[config.mk]
export PLATFORM = sky130hd
export DESIGN_NAME = lcf_divider
export DESIGN_NICKNAME = d
export VERILOG_FILES = /design/src/hw/rtl/lcf_pkg.sv /design/src/hw/rtl/lcf_divider.sv
export SDC_FILE = /design/constraint.sdc
export NUM_CORES = 1
export LEC_CHECK = 0
export BUFFER_PORTS_ARGS = -buffer_cell sky130_fd_sc_hd__buf_2
export CAP_MARGIN = 20
export CORE_UTILIZATION = 61
export CTS_BUF_LIST = sky130_fd_sc_hd__clkbuf_8
export CTS_CLUSTER_DIAMETER = 120
export CTS_CLUSTER_SIZE = 14
export DETAILED_ROUTE_END_ITERATION = 8
export PLACE_DENSITY_LB_ADDON = 0.25
export SYNTH_ARGS = -nofsm -noshare
export SYNTH_HDL_FRONTEND = slang
export SYNTH_SLANG_ARGS = --single-unit
[constraint.sdc]
create_clock -name clk -period 8.27 [get_ports clk]
set_input_delay 0.4135 -clock clk [delete_from_list [all_inputs] [get_ports clk]]
set_output_delay 0.4135 -clock clk [all_outputs]
set_load 0.01 [all_outputs]
[src/hw/rtl/lcf_pkg.sv]
`timescale 1ns / 1ps
`default_nettype none
// ----------------------------------------------------------------------------
// lcf_pkg: shared definitions for the LED strip colour fader
// Sizes, fixed-point formats, operation and status codes, the LED record
// carried along the cell ring, and the colour palette.
// ----------------------------------------------------------------------------
package lcf_pkg;

  localparam int LED_COUNT = 16;
  localparam int IDX_W     = 4;
  localparam int CNT_W     = 5;
  localparam int FRAC_BITS = 16;
  localparam int ACC_W     = FRAC_BITS + 10;
  localparam int STEP_W    = FRAC_BITS + 9;
  localparam int QUO_W     = STEP_W - 1;
  localparam int DEN_W     = 9;
  localparam int PAL_SIZE  = 47;

  localparam logic [1:0] OP_SET_RAW = 2'd0;
  localparam logic [1:0] OP_SET_PAL = 2'd1;
  localparam logic [1:0] OP_ALL_PAL = 2'd2;
  localparam logic [1:0] OP_TICK    = 2'd3;

  localparam logic [1:0] ST_FADING = 2'd0;
  localparam logic [1:0] ST_DONE   = 2'd1;
  localparam logic [1:0] ST_ABORT  = 2'd2;

  typedef struct packed {
    logic [23:0]              cur;   // R 23:16, G 15:8, B 7:0
    logic [23:0]              tgt;
    logic signed [ACC_W-1:0]  acc_r;
    logic signed [ACC_W-1:0]  acc_g;
    logic signed [ACC_W-1:0]  acc_b;
    logic signed [STEP_W-1:0] stp_r;
    logic signed [STEP_W-1:0] stp_g;
    logic signed [STEP_W-1:0] stp_b;
  } rec_t;

  function automatic logic [23:0] palette(input logic [5:0] ci);
    logic [23:0] c;
    unique case (ci)
      6'd0:  c = {8'd255, 8'd0,   8'd0};
      6'd1:  c = {8'd255, 8'd165, 8'd0};
      6'd2:  c = {8'd255, 8'd255, 8'd0};
      6'd3:  c = {8'd0,   8'd255, 8'd0};
      6'd4:  c = {8'd0,   8'd255, 8'd127};
      6'd5:  c = {8'd0,   8'd0,   8'd255};
      6'd6:  c = {8'd138, 8'd43,  8'd226};
      6'd7:  c = {8'd255, 8'd255, 8'd255};
      6'd8:  c = {8'd0,   8'd0,   8'd0};
      6'd9:  c = {8'd255, 8'd255, 8'd240};
      6'd10: c = {8'd255, 8'd182, 8'd193};
      6'd11: c = {8'd255, 8'd69,  8'd0};
      6'd12: c = {8'd128, 8'd0,   8'd0};
      6'd13: c = {8'd255, 8'd140, 8'd0};
      6'd14: c = {8'd255, 8'd215, 8'd0};
      6'd15: c = {8'd173, 8'd255, 8'd47};
      6'd16: c = {8'd0,   8'd128, 8'd0};
      6'd17: c = {8'd75,  8'd0,   8'd130};
      6'd18: c = {8'd255, 8'd105, 8'd180};
      6'd19: c = {8'd255, 8'd20,  8'd147};
      6'd20: c = {8'd255, 8'd160, 8'd122};
      6'd21: c = {8'd30,  8'd144, 8'd255};
      6'd22: c = {8'd255, 8'd228, 8'd196};
      6'd23: c = {8'd255, 8'd218, 8'd185};
      6'd24: c = {8'd240, 8'd230, 8'd140};
      6'd25: c = {8'd255, 8'd239, 8'd213};
      6'd26: c = {8'd255, 8'd245, 8'd238};
      6'd27: c = {8'd210, 8'd180, 8'd140};
      6'd28: c = {8'd255, 8'd228, 8'd196};
      6'd29: c = {8'd173, 8'd216, 8'd230};
      6'd30: c = {8'd240, 8'd128, 8'd128};
      6'd31: c = {8'd255, 8'd192, 8'd203};
      6'd32: c = {8'd255, 8'd182, 8'd193};
      6'd33: c = {8'd255, 8'd160, 8'd122};
      6'd34: c = {8'd210, 8'd105, 8'd30};
      6'd35: c = {8'd255, 8'd165, 8'd0};
      6'd36: c = {8'd255, 8'd127, 8'd39};
      6'd37: c = {8'd255, 8'd69,  8'd0};
      6'd38: c = {8'd255, 8'd99,  8'd71};
      6'd39: c = {8'd255, 8'd111, 8'd207};
      6'd40: c = {8'd255, 8'd20,  8'd147};
      6'd41: c = {8'd0,   8'd100, 8'd0};
      6'd42: c = {8'd72,  8'd61,  8'd139};
      6'd43: c = {8'd106, 8'd90,  8'd205};
      6'd44: c = {8'd255, 8'd140, 8'd104};
      6'd45: c = {8'd255, 8'd160, 8'd122};
      6'd46: c = {8'd255, 8'd218, 8'd185};
      default: c = 24'd0;
    endcase
    return c;
  endfunction

endpackage
`default_nettype wire

[src/hw/rtl/lcf_divider.sv]
`timescale 1ns / 1ps
`default_nettype none
// ----------------------------------------------------------------------------
// lcf_divider: restoring divider, one quotient bit per cycle
// Loads its operands on start and pulses done once the last quotient bit is in.
// ----------------------------------------------------------------------------
module lcf_divider (
  input  wire logic                        clk,
  input  wire logic                        rst,
  input  wire logic                        start,
  input  wire logic [lcf_pkg::ACC_W-1:0]   dividend,
  input  wire logic [lcf_pkg::DEN_W-1:0]   divisor,
  output logic [lcf_pkg::QUO_W-1:0]        quotient,
  output logic                             done
);

  logic                        busy;
  logic [4:0]                  cnt;
  logic [lcf_pkg::ACC_W-1:0]   num;
  logic [lcf_pkg::DEN_W-1:0]   rem;
  logic [lcf_pkg::DEN_W:0]     trial;
  logic                        fits;

  assign trial = {rem, num[lcf_pkg::ACC_W-1]};
  assign fits  = trial >= {1'b0, divisor};

  always_ff @(posedge clk) begin
    if (rst) begin
      busy <= 1'b0;
      done <= 1'b0;
      cnt  <= '0;
    end else begin
      done <= 1'b0;
      if (start) begin
        busy     <= 1'b1;
        cnt      <= '0;
        num      <= dividend;
        rem      <= '0;
        quotient <= '0;
      end else if (busy) begin
        rem      <= fits ? lcf_pkg::DEN_W'(trial - {1'b0, divisor})
                         : trial[lcf_pkg::DEN_W-1:0];
        num      <= {num[lcf_pkg::ACC_W-2:0], 1'b0};
        quotient <= {quotient[lcf_pkg::QUO_W-2:0], fits};
        cnt      <= cnt + 5'd1;
        if (cnt == 5'(lcf_pkg::ACC_W - 1)) begin
          busy <= 1'b0;
          done <= 1'b1;
        end
      end
    end
  end

endmodule
`default_nettype wire

# Yosys cells after proc, flatten, opt, wreduce, memory -nomap -nowiden
# Cells that the tools add are included.
[classes]
add_sub_neg = 2
magnitude_cmp = 1
n_eq_ne = 1
muxes = 9
n_bitwise = 2
n_reduce_logical = 4
[op_table]
columns = ["operator", "count"]
rows = [
  ["two-way mux 26 bit", 2],
  ["two-way mux 24 bit", 1],
  ["two-way mux 9 bit", 2],
  ["greater-or-equal comparator 10 x 9 -> 1 bit", 1],
  ["subtractor 9 bit", 1],
  ["adder 5 x 1 -> 5 bit, second input constant", 1],
  ["equality test 5 bit, second input constant", 1],
  ["two-way mux 1 bit", 4],
  ["OR reduction 3 bit", 1],
  ["inverter 1 bit", 2],
  ["AND reduction 2 bit", 1],
  ["nonzero test 2 bit", 1],
  ["OR reduction 2 bit", 1],
]
[totals]
ff_bits = 66
in_bits = 38
out_inout_bits = 25
wordCells = 25

# Longest topological paths before layout
[logic_depth]
word_depth = 4
ltp_mapped = 10
mapped_depth_nobuf = 9

# Worst setup path before layout
# OpenSTA, ideal clock, no wires.
[synth_timing]
kind = "input-to-reg"
start = "input start"
end = "register num[0] (netlist name) (enable)"
setup_time_ps = 477
t_arrival_ps = 3508
required_time_ps = 7793
path_slack_ps = 4285
cell_stages = 4
path_buffers = 2
path_cell_list = "clkbuf_1 -> clkbuf_1 -> nor2_1 -> nor2_1"
[synth_between]
elab_chain_cells = 2
[synth_lines]
columns = ["item", "line_no", "rtl"]
rows = [
  ["start: declaration", "lcf_divider.sv:10", "input wire logic start,"],
  ["nonzero test 2 bit (no line)", "-", ""],
  ["AND reduction 2 bit (no line)", "-", ""],
  ["end signal: assignment", "lcf_divider.sv:37", "num <= dividend;"],
  ["end signal: assignment", "lcf_divider.sv:43", "num <= {num[lcf_pkg::ACC_W-2:0], 1'b0};"],
  ["end: declaration", "lcf_divider.sv:19", "logic [lcf_pkg::ACC_W-1:0] num;"],
]
# Every way passes these cells.
# A chain may end at the register's enable or synchronous reset.

# Worst setup path after layout
[layout_timing]
start = "register num[25] (netlist name)"
end = "register rem[3] (netlist name) (data pin)"
[layout_between]
elab_chain_cells = 3
elab_cells_between_ends = 4
cone_classes = "1 x add/sub; 1 x order compare; 2 x mux"
[layout_lines]
columns = ["item", "line_no", "rtl"]
rows = [
  ["subtractor 9 bit or greater-or-equal comparator 10 x 9 -> 1 bit (tied branches)", "lcf_divider.sv:41, lcf_divider.sv:25", ""],
  ["two-way mux 9 bit *", "lcf_divider.sv:41", "rem <= fits ? lcf_pkg::DEN_W'(trial - {1'b0, divisor})"],
  ["two-way mux 9 bit *", "lcf_divider.sv:40", "end else if (busy) begin"],
  ["end signal: assignment", "lcf_divider.sv:41", ""],
  ["end: declaration", "lcf_divider.sv:20", "logic [lcf_pkg::DEN_W-1:0] rem;"],
]
# Every way passes the cells marked *; elsewhere a longest branch is shown, timed or not. The select of a mux whose other input is x is not followed.

==> results.json <==
{
  "placed_cell_area_um2": 3537,
  "cpPeakStageDelay_ns": 0.41,
  "yosysUniqueCellTypes": 44,
  "synth_cells": 229,
  "overflow": 0,
  "cp.arrival_ns": 2.71,
  "rr_worst_depth": 9,
  "postCtsSetupRepairBufs": 0,
  "async_flop_share_pct": 0,
  "setup_viol": 0,
  "critPathBufInv": 2,
  "worstPathMaxFanout": 14,
  "cp_top_family": "compound AO/OA/AOI/OAI gates",
  "cpMostUsedCell": "inv_1",
  "cts.clk_slew.worst_paths_ns": 0.08,
  "maxCapViolCount": 0,
  "cts_buffers": 9,
  "grt_pass1_wl_um": 8217,
  "synth_edf_count": 59,
  "slew_violations": 0,
  "routedWlPerCell_um": 14.48,
  "period_minus_slack_ns": 2.515,
  "synth_nets": 279,
  "pin_count": 63,
  "area_growth_pct": 17.87,
  "layout_common_cells": "buf_2, edfxtp_1, mux2_2, nor2b_1, inv_1",
  "skew_ns": 0.008382,
  "path_cells": "inv_1 > ha_1 > inv_1 > fa_1 > a21o_1 > a221oi_4 > a31oi_4 > or2_0 > a21oi_1",
  "pwr-share-clk_pct": 33.8,
  "slew_headroom_pct": 51.50,
  "cp_slowest_cell": "fa_1",
  "total_power_mw": 0.7895,
  "p_comb_share_pct": 15.4,
  "layout_commonest_cell": "buf_2",
  "grt_start_max_net_pins": 63,
  "die_width_um": 74.04,
  "drcViolationCount": 0,
  "drt_iter0_markers": 118,
  "crit_end": "rem[3]",
  "hold_buffers": 0,
  "r2r_setup_slack_ns": 5.76,
  "syn-mean-instance-area_um2": 13.82,
  "grt_pass1_vias": 1820,
  "fmax_mhz": 397.7,
  "synth_area_um2": 3166,
  "cts_tree": "yes",
  "outcome": "finished clean",
  "rsz0062_at_grt": "false",
  "dieArea_um2": 5481,
  "grt_use_total_pct": 20.99,
  "startpoint": "num[25]",
  "clock_sinks": 66,
  "cp.depth": 9,
  "switchingPower_mw": 0.2026,
  "cts_resized": 0,
  "synth_ff_type": "edfxtp_1",
  "synth_seq_cells": 66,
  "n_antenna_cell": 0,
  "fin_nets": 344,
  "reg2reg_to": "rem[3]",
  "viasPerCell": 5.257,
  "io_buffers": 62,
  "clockBufferDepth": 2,
  "startpoint_type": "register",
  "wirelength_um": 5300,
  "drive_gt1_share_pct": 39.80,
  "r2r_start": "num[25]",
  "endpoint_kind": "register",
  "vdd_drop_max_v": 0.0001852,
  "worstPathRequired_ns": 8.46,
  "gp_congestion": 0.8244,
  "seqPwrFrac_pct": 50.8,
  "initial_utilization_pct": 65.29,
  "fin_crit_sh_pct": 30.41,
  "drtAntennaViolNets": 0,
  "postLayoutCellArea_um2": 3731,
  "synthTopCellsByArea": "edfxtp_1, mux2_2, nor2b_1",
  "tns_ns": 0,
  "ys_warn_count": 0,
  "cts_root_buf": "clkbuf_8",
  "hold_path.class": "in2reg",
  "drt_pass1_iterations": 4,
  "synth_top_area_cell": "edfxtp_1",
  "worstSkewPairLatency_ns": 0.35,
  "hold_viol": 0,
  "critPathKind": "reg2reg",
  "seq_area_frac_synth_pct": 60.40,
  "tightest_slew_ns": 0.7275,
  "p_sw_share_pct": 25.67,
  "die_h_um": 74.04,
  "p_leak_nw": 1.507,
  "vias": 1924,
  "core_um2": 4848,
  "hpwlAfterDp_um": 3467,
  "power-per-cell-area_nw_per_um2": 211.6,
  "row_count": 25,
  "cts_htree_levels": 3,
  "nFillCells": 301,
  "antenna_found_initial": 0,
  "yosysTopAreaCellShare_pct": 55.97,
  "p_int_mw": 0.5869
}
## state kept, by name (all words and copies together) (netlist names)
name      flops
quotient     24
num          26
rem           9
cnt           5
done          1
busy          1
## cell type report
class	instances	area [um^2]	area share (%)
Tap cell	67	83.83	2.247
Sequential cell	66	1912	51.24
Multi-Input combinational cell	138	1160	31.09
Inverter	15	56.30	1.509
Clock inverter	7	70.07	1.878
Timing Repair Buffer	64	325.3	8.719
Clock buffer	9	123.9	3.320
## worst min path at each step
| stage | end | slack [ns] | startpoint | cells past startpoint |
|---|---|---|---|---|
| after global placement | cnt[4] | 0.50 | cnt[4] | 2 |
| after floorplan | cnt[4] | 0.48 | cnt[4] | 2 |
| after CTS | num[0] | 0.34 | dividend[0] | 2 |
| after detailed placement | cnt[4] | 0.50 | cnt[4] | 2 |
| after global routing | num[15] | 0.36 | dividend[15] | 2 |
| final | num[0] | 0.35 | dividend[0] | 2 |
## stage by stage
step                util, %  hold WS (ns)  instances  worst slack, ns
global placement      72.95        0.4986        350            5.829
CTS                   76.95        0.3398        366            5.756
detailed placement    72.95        0.4975        350            5.750
finish                76.95        0.3522        366            5.755
global route          76.95        0.3608        366            5.605
floorplan                 -        0.4794        229            4.285
## power by group through the flow
| stage | combinational (mW) | clock [mW] | sequential [mW] |
|---|---|---|---|
| floorplan | 0.0900 | 0 | 0.409 |
| global placement | 0.118 | 0 | 0.408 |
| detailed placement | 0.122 | 0 | 0.408 |
| CTS | 0.122 | 0.270 | 0.401 |
| global route | 0.134 | 0.281 | 0.403 |
| finish | 0.122 | 0.267 | 0.401 |
## Yosys cell counts (2+ instances only)
cell       number
a211oi_2        3
a21o_1          3
a21oi_1         4
clkbuf_1        9
dfxtp_1         7
edfxtp_1       59
ha_1           11
inv_1          15
mux2_2         25
mux2i_1         3
nand2_1         4
nand3_1         3
nand4_1         2
nor2_1         15
nor2b_1        25
o2111ai_1       2
o21a_1          2
o21ai_0         4
or2_0           2
or2_2           2
xnor2_1         4
xor2_1          3
## layer usage
layer  wire length (um)  track usage, %  vias to the layer above  share of wire (%)
li1                   -               -                      964                  -
met3                353           7.453                        9                6.7
met5                  0               0                        -                  0
met4                 88           9.402                        0                1.7
met1               2481           28.82                      888                 47
met2               2376           30.20                       63                 45
## cell families (layout without fill, tap and decap cells)
kind of cell	count (synthesis)	count (layout)	share of synthesized area, %
DFF	66	66	60.40
and+or+nand+nor	64	64	11.58
muxes	29	29	10.32
AOI/OAI and AO/OA	26	26	7.589
buffers and inverters	25	95	3.201
adders and majority gates	12	12	4.980
xor gates and xnor gates	7	7	1.937
Note: power is estimated with default switching activity, not from simulation.
