$ cat config.mk
export PLATFORM = sky130hd
export DESIGN_NAME = lcf_cell
export DESIGN_NICKNAME = d
export VERILOG_FILES = /design/src/hw/rtl/lcf_pkg.sv /design/src/hw/rtl/lcf_cell.sv
export SDC_FILE = /design/constraint.sdc
export NUM_CORES = 1
export LEC_CHECK = 0
export BUFFER_PORTS_ARGS = -buffer_cell sky130_fd_sc_hd__buf_4
export CORE_AREA = 2 2 169 171
export CTS_CLUSTER_SIZE = 40
export DETAILED_ROUTE_END_ITERATION = 6
export DIE_AREA = 0 0 171 173
export GPL_ROUTABILITY_DRIVEN = 0
export PLACE_DENSITY = 0.53
export SLEW_MARGIN = 20
export SYNTH_ARGS = -nofsm -noshare
export SYNTH_HDL_FRONTEND = slang
export SYNTH_SLANG_ARGS = --single-unit
$ cat constraint.sdc
create_clock -name clk -period 1.05 [get_ports clk]
set_input_delay 0.21 -clock clk [delete_from_list [all_inputs] [get_ports clk]]
set_output_delay 0.21 -clock clk [all_outputs]
set_load 0.1 [all_outputs]
$ cat src/hw/rtl/lcf_pkg.sv
`timescale 1ns / 1ps
`default_nettype none
// ----------------------------------------------------------------------------
// lcf_pkg: shared definitions for the LED strip colour fader
// Sizes, fixed-point formats, operation and status codes, the LED record
// carried along the cell ring, and the colour palette.
// ----------------------------------------------------------------------------
package lcf_pkg;

  localparam int LED_COUNT = 16;
  localparam int IDX_W     = 4;
  localparam int CNT_W     = 5;
  localparam int FRAC_BITS = 16;
  localparam int ACC_W     = FRAC_BITS + 10;
  localparam int STEP_W    = FRAC_BITS + 9;
  localparam int QUO_W     = STEP_W - 1;
  localparam int DEN_W     = 9;
  localparam int PAL_SIZE  = 47;

  localparam logic [1:0] OP_SET_RAW = 2'd0;
  localparam logic [1:0] OP_SET_PAL = 2'd1;
  localparam logic [1:0] OP_ALL_PAL = 2'd2;
  localparam logic [1:0] OP_TICK    = 2'd3;

  localparam logic [1:0] ST_FADING = 2'd0;
  localparam logic [1:0] ST_DONE   = 2'd1;
  localparam logic [1:0] ST_ABORT  = 2'd2;

  typedef struct packed {
    logic [23:0]              cur;   // R 23:16, G 15:8, B 7:0
    logic [23:0]              tgt;
    logic signed [ACC_W-1:0]  acc_r;
    logic signed [ACC_W-1:0]  acc_g;
    logic signed [ACC_W-1:0]  acc_b;
    logic signed [STEP_W-1:0] stp_r;
    logic signed [STEP_W-1:0] stp_g;
    logic signed [STEP_W-1:0] stp_b;
  } rec_t;

  function automatic logic [23:0] palette(input logic [5:0] ci);
    logic [23:0] c;
    unique case (ci)
      6'd0:  c = {8'd255, 8'd0,   8'd0};
      6'd1:  c = {8'd255, 8'd165, 8'd0};
      6'd2:  c = {8'd255, 8'd255, 8'd0};
      6'd3:  c = {8'd0,   8'd255, 8'd0};
      6'd4:  c = {8'd0,   8'd255, 8'd127};
      6'd5:  c = {8'd0,   8'd0,   8'd255};
      6'd6:  c = {8'd138, 8'd43,  8'd226};
      6'd7:  c = {8'd255, 8'd255, 8'd255};
      6'd8:  c = {8'd0,   8'd0,   8'd0};
      6'd9:  c = {8'd255, 8'd255, 8'd240};
      6'd10: c = {8'd255, 8'd182, 8'd193};
      6'd11: c = {8'd255, 8'd69,  8'd0};
      6'd12: c = {8'd128, 8'd0,   8'd0};
      6'd13: c = {8'd255, 8'd140, 8'd0};
      6'd14: c = {8'd255, 8'd215, 8'd0};
      6'd15: c = {8'd173, 8'd255, 8'd47};
      6'd16: c = {8'd0,   8'd128, 8'd0};
      6'd17: c = {8'd75,  8'd0,   8'd130};
      6'd18: c = {8'd255, 8'd105, 8'd180};
      6'd19: c = {8'd255, 8'd20,  8'd147};
      6'd20: c = {8'd255, 8'd160, 8'd122};
      6'd21: c = {8'd30,  8'd144, 8'd255};
      6'd22: c = {8'd255, 8'd228, 8'd196};
      6'd23: c = {8'd255, 8'd218, 8'd185};
      6'd24: c = {8'd240, 8'd230, 8'd140};
      6'd25: c = {8'd255, 8'd239, 8'd213};
      6'd26: c = {8'd255, 8'd245, 8'd238};
      6'd27: c = {8'd210, 8'd180, 8'd140};
      6'd28: c = {8'd255, 8'd228, 8'd196};
      6'd29: c = {8'd173, 8'd216, 8'd230};
      6'd30: c = {8'd240, 8'd128, 8'd128};
      6'd31: c = {8'd255, 8'd192, 8'd203};
      6'd32: c = {8'd255, 8'd182, 8'd193};
      6'd33: c = {8'd255, 8'd160, 8'd122};
      6'd34: c = {8'd210, 8'd105, 8'd30};
      6'd35: c = {8'd255, 8'd165, 8'd0};
      6'd36: c = {8'd255, 8'd127, 8'd39};
      6'd37: c = {8'd255, 8'd69,  8'd0};
      6'd38: c = {8'd255, 8'd99,  8'd71};
      6'd39: c = {8'd255, 8'd111, 8'd207};
      6'd40: c = {8'd255, 8'd20,  8'd147};
      6'd41: c = {8'd0,   8'd100, 8'd0};
      6'd42: c = {8'd72,  8'd61,  8'd139};
      6'd43: c = {8'd106, 8'd90,  8'd205};
      6'd44: c = {8'd255, 8'd140, 8'd104};
      6'd45: c = {8'd255, 8'd160, 8'd122};
      6'd46: c = {8'd255, 8'd218, 8'd185};
      default: c = 24'd0;
    endcase
    return c;
  endfunction

endpackage
`default_nettype wire

$ cat src/hw/rtl/lcf_cell.sv
`timescale 1ns / 1ps
`default_nettype none
// ----------------------------------------------------------------------------
// lcf_cell: one LED record in the ring
// Holds the colour, target, accumulators and steps of one LED and passes the
// record to its neighbour whenever the ring shifts.
// ----------------------------------------------------------------------------
module lcf_cell (
  input  wire logic          clk,
  input  wire logic          rst,
  input  wire logic          shift,
  input  wire lcf_pkg::rec_t rec_in,
  input  wire logic          tgt_we,
  input  wire logic [23:0]   tgt_in,
  output lcf_pkg::rec_t      rec
);

  always_ff @(posedge clk) begin
    if (rst) begin
      rec <= '0;
    end else if (shift) begin
      rec <= rec_in;
    end else if (tgt_we) begin
      rec.tgt <= tgt_in;
    end
  end

endmodule
`default_nettype wire

# Word-level counts from Yosys, hierarchy flattened
# Index checks and enable logic that the tools add are counted.
# op_classes
reduce_logical	1
muxes	2
# op_table
op	count
$mux 24	2
$reduce_bool 2->1	1
# word_totals
elab_cells	11
ff_bits	201
out_inout_bits	201
inputBits	229

# Longest topological paths before layout
# Gate-level depths: netlist of the first run.
# logic_depth
ltp_word	2
ltp_mapped	5
ltp_nobuf	2

# Worst setup path after synthesis of the first run
# No wires, ideal clock.
# synth_timing
path_type	reg-to-reg
startpoint	register, netlist name rec[171]
endpoint	register rec[171] (netlist name)
stages_incl_launch_ff	3
required_ns	0.970
setup_ns	0.080
n_path_buf	0
path_slack_ns	-0.368
t_arrival_ns	1.338
path_cell_list	dfxtp_1 -> mux2i_1 -> a211oi_2
# synth_rtl
item	line_no	source
to (signal assigned)	lcf_cell.sv:22	rec <= rec_in;
to (decl)	lcf_cell.sv:15	output lcf_pkg::rec_t rec

# Final worst setup path of the first run
# layout_timing
startpoint	register rec[84] (netlist name)
endpoint	output port rec[84] (netlist name)
# No word-level cell between the ends.

==> results of run 1 <==
cell families (layout without fill, tap and decap cells):
logic type      count (synthesis)  count (layout)  share of synthesized area, %
simple gates                  201             201                          11.2
flops                         201             201                          53.9
buf+inv                        51             718                          5.26
compound gates                 24              24                          2.68
mux                           201             201                          26.9
where the power goes:
part | switching (µW) | leakage [µW] | internal (µW)
registers | 506 | 0.00174 | 8170
logic | 4670 | 0.00559 | 3470
clock network | 3320 | 0.000395 | 5080
area by class of cell:
type	instances	area (µm²)	share of cell area (%)
clock buffers	37	741	4.35
clock inverters	5	57.6	0.338
inverters	1	6.26	0.0367
multi-input cells	426	3050	17.9
flip-flops and latches	201	4370	25.7
well taps	378	473	2.78
repair buffers	675	8330	48.9
metrics by stage:
step / std cells / hold WS, ps / setup TNS (ps) / power, µW / instance area (µm²)
after global routing: 1723 / 16.8 / -48080 / 26100 / 17000
after detailed placement: 1479 / 450 / -17.9 / 14900 / 11700
after global placement: 1479 / 440 / 0 / 14800 / 11700
final: 1723 / 19.8 / -39530 / 25200 / 17000
after floorplan: 678 / 357 / -39.1 / 13100 / 7770
after CTS: 1717 / 1.97 / -45140 / 25400 / 17000
layer usage:
layer	routed length (µm)	vias to the layer above	share of wire (%)
met2	15500	276	53
met1	10400	3420	36
met5	0	-	0
met3	2040	56	7.1
met4	987	0	3.4
li1	-	3574	-
cell usage after synthesis, drive strengths merged:
library cell  count  share of area (%)
mux2i           201                 27
nor2            177                8.9
inv               1              0.084
buf              33                4.3
nor2b            24                2.3
a211oi           24                2.7
dfxtp           201                 54
clkbuf           17               0.85
path summary, 6_finish.rpt:
kind,from,to,slack (ps),cells past startpoint
worst min-delay path,rec_in[159],rec[159]$_SDFFE_PP0P_,20,3
worst max register to register,rec[107]$_SDFFE_PP0P_,rec[107]$_SDFFE_PP0P_,230,3
worst min register to register,rec[152]$_SDFFE_PP0P_,rec[152]$_SDFFE_PP0P_,520,2
worst max-delay path,rec[84]$_SDFFE_PP0P_,rec[84],-210,1
repair_timing:
action,in CTS,in global routing
gates resized for setup,605,13
setup buffers,0,6
endpoints found under the hold margin,196,0
setup endpoints to repair,201,201
hold buffers,196,0
==> flow_summary.toml, run 1 <==
[outcome]
outcome = "complete, but fails checks"
violations = "setup timing"

[grt]
grt_pass1_vias = 8009
grt_pass1_wl_um = 44200
grt_use_total_pct = 18.8
grt_start_max_net_pins = 30
busiest_layer = "met2"
grtUsageMet3_pct = 4.83
met2_usage_pct = 34.8
overflow = 0
antenna_found_initial = 0
use_met1_pct = 20.3

[critical_path]
crit_chain = "buf_12"
crit_slowest_cell = "dfxtp_2"
cp-start-kind = "register"
crit_required_ps = 840
critical_path_class = "reg -> out"
crit_arrival_ps = 1050
crit_family = "flip-flops"
slowest_delay_ps = 360
critPathCaptureType = "primary output"
crit_fanout = 2
critical_path_buf_inv_count = 1

[cells_and_area]
regMostFlops = "rec"
drive_above_1_share_pct = 53.9
largest_reg_flops = 201
area_growth_pct = 128
final_common_cell = "buf_4"
reg_top3 = "rec: 201 flops"
final_cell_mix = "256 x buf_4, 221 x buf_12, 201 x mux2i_1, 196 x dlygate4sd3_1, 177 x nor2_1"
final_core_util_pct = 61.6
diodes = 0
fin_nets = 1558
fill_cells = 2098

[clocking]
cts_tree = "yes"
htree_levels = 1
clock-root-buffer = "clkbuf_16"
clock_sinks = 201
clock_latency_ps = 510
cts_buffers = 24
clkTransAtPathRegs_ps = 60
clockBufferDepth = 3

[synth]
synth_seq_cells = 201
syn_area_mm2 = 0.00747
syn_nets = 907
syn_inst = 678
ys_seq_area_share_pct = 53.9
synthDistinctLibCells = 13
yosys_warnings = 0
avgSynthCellArea_um2 = 11.0

[timing]
max_freq_ghz = 0.791
skew_ps = 0
maxSlewHeadroom_pct = 79.1
worst_pin_slew_ps = 314
post-route-min-period_ps = 1260
drv_slew = 0
setup_violations = 201
period_share_pct = 120
hold_viol = 0
setup_slack_ps = -214
rsz0062_at_grt = "true"

[placed_design]
dp_slack_ps = -7.56
port_buffers = 429
dpl.hpwl_um = 18800

[power]
ir_worst_vdd_uv = 1150
power_leakage_uw = 0.00772
power_density_mw_per_mm2 = 1480

[floorplanning]
die_w_um = 171
start_util_pct = 27.0
dieArea_mm2 = 0.0296
die_h_um = 173
row_count = 61
io-pin-count = 430
core-area_mm2 = 0.0276

[min_path]
worst_hold_path_type = "in -> reg"

[route]
first_iter_violations = 213
via_count = 7326
wirelength_um = 28900
ant_nets = 0
drc = 0
drt-pass1-iter-count = 4
vias_per_cell = 4.25
wl_per_cell_um = 16.8

[job]
max-cap-violations = 0
Power figures use the tool's default switching activity.
==> run 2: changes to the inputs <==
- RECOVER_POWER: not set -> 100
- SLEW_MARGIN: 20 -> 15
==> run 2 against run 1 <==
The flow still finishes with violations (setup timing). Global-route usage unchanged. Sequential share of layout area about the same. Register-to-register slack about the same. Hold slack worse by 0.58 ps. Maximum frequency about the same. Setup slack worse by 0.81 ps. Clock-buffer cell count unchanged. Highest routed layer unchanged.
==> flow_summary.toml, run 2 (synthesis gave the netlist of run 1 again) <==
[outcome]
outcome = "complete, but fails checks"
violations = "setup timing"

[clocking]
clockBufferDepth = 3
cts_tree = "yes"
clock_sinks = 201
htree_levels = 1
clock-root-buffer = "clkbuf_16"
cts_buffers = 24
clkTransAtPathRegs_ps = 60
clock_latency_ps = 510

[cells_and_area]
instances_no_fill = 1723
final_cell_mix = "221 x buf_12, 201 x mux2i_1, 196 x dlygate4sd3_1, 177 x nor2_1"
final_cell_area_mm2 = 0.0170
regMostFlops = "rec"
diodes = 0
final_core_util_pct = 61.6
largest_reg_flops = 201
final_common_cell = "buf_12"
area_growth_pct = 128
drive_above_1_share_pct = 53.8
fin_nets = 1558
reg_top3 = "rec: 201 flops"

[placed_design]
place_area_mm2 = 0.0117
dp.cells = 1479
dpl.hpwl_um = 18800
port_buffers = 429
dp_slack_ps = -7.56

[min_path]
worst_hold_path_type = "in -> reg"
hold_depth = 3
min-delay-start = "rec_in[159]"
min_to = "rec[159]$_SDFFE_PP0P_"

[job]
max-cap-violations = 0

[floorplanning]
core-area_mm2 = 0.0276
dieArea_mm2 = 0.0296
die_w_um = 171
die_h_um = 173
row_count = 61
start_util_pct = 27.0
io-pin-count = 430

[timing]
setup_slack_ps = -215
max_freq_ghz = 0.791
post-route-min-period_ps = 1260
drv_slew = 0
period_share_pct = 120
setup_violations = 201
maxSlewHeadroom_pct = 79.0
rsz0062_at_grt = "true"
worst_pin_slew_ps = 314
setup_tns_ps = -39580
hold_viol = 0
skew_ps = 0

[critical_path]
crit_slowest_cell = "dfxtp_2"
critical_path_buf_inv_count = 1
crit_arrival_ps = 1050
crit_fanout = 2
critPathCaptureType = "primary output"
crit_chain = "buf_12"
r2r_cells = 3
reg2reg_to = "rec[107]$_SDFFE_PP0P_"
startpoint = "rec[83]$_SDFFE_PP0P_"
rr_startpoint = "rec[107]$_SDFFE_PP0P_"
crit_family = "flip-flops"
cp-start-kind = "register"
slowest_delay_ps = 360
critical_path_class = "reg -> out"
crit_required_ps = 840
reg2reg_slack_ps = 230
path_depth = 1

[route]
drc = 0
wl_per_cell_um = 16.7
via_count = 7334
wirelength_um = 28700
vias_per_cell = 4.26
drt-pass1-iter-count = 4
ant_nets = 0
first_iter_violations = 203

[grt]
grt_pass1_wl_um = 44200
grt_start_max_net_pins = 30
antenna_found_initial = 0
grt_pass1_vias = 8009
overflow = 0
grt_use_total_pct = 18.8

[power]
power_density_mw_per_mm2 = 1480
ir_worst_vdd_uv = 1150
power_leakage_uw = 0.00768
==> run 2: cell count changes in the layout (fill, tap and decap cells not counted), sizes merged <==
cell / before / now
buf: 479 / 314
clkbuf: 37 / 202
==> run 2: stage by stage <==
| step | power [µW] | hold WS, ps |
|---|---|---|
| after floorplan | 13100 | 357 |
| after global placement | 14800 | 440 |
| after detailed placement | 14900 | 450 |
| after CTS | 25400 | 1.97 |
| after global routing | 26100 | 16.8 |
| final | 25200 | 19.2 |
==> run 2: cell type report <==
| class | count | area, µm² |
|---|---|---|
| fill | 2102 | 10600 |
| timing repair buffer | 675 | 8330 |
| sequential | 201 | 4370 |
| multi-input combinational | 426 | 3050 |
| clock buffer | 37 | 741 |
| tap | 378 | 473 |
| clock inverter | 5 | 57.6 |
| inverter | 1 | 6.26 |
==> run 2: repair_timing <==
| action | CTS | global route |
|---|---|---|
| endpoints found under the setup margin | 201 | 201 |
| endpoints found under the hold margin | 196 | 0 |
| resized for setup | 605 | 13 |
| hold buffers | 196 | 0 |
| pin swaps | 0 | 0 |
| buffers inserted | 0 | 6 |
==> run 2: worst register-to-register path, stage by stage (launching register included) <==
cell     delay [ps]
dfxtp_4         350
buf_4           130
mux2i_1         170
nor2_1           50
==> run 2: per-layer routing <==
layer  track usage (%)  vias to the layer above  routed length [µm]
li1                  -                     3577                   -
met1              20.3                     3415               10400
met2              34.8                      280               15200
met3              4.83                       62                2020
met4              7.13                        0                1040
met5                 0                        -                   0
==> run 2: worst max path at each step <==
stage / slack, ps / to
2_1_floorplan: -40 / rec[171]$_SDFFE_PP0P_
3_3_place_gp: 2 / rec[15]$_SDFFE_PP0P_
3_5_place_dp: -8 / rec[48]$_SDFFE_PP0P_
4_1_cts: -240 / rec[131]
5_1_grt: -260 / rec[17]
6_report: -210 / rec[83]
==> run 2: power breakdown <==
part           internal, µW  switching (µW)  total, µW
registers              8170             506       8670
logic                  3440            4650       8090
clock network          5080            3320       8400
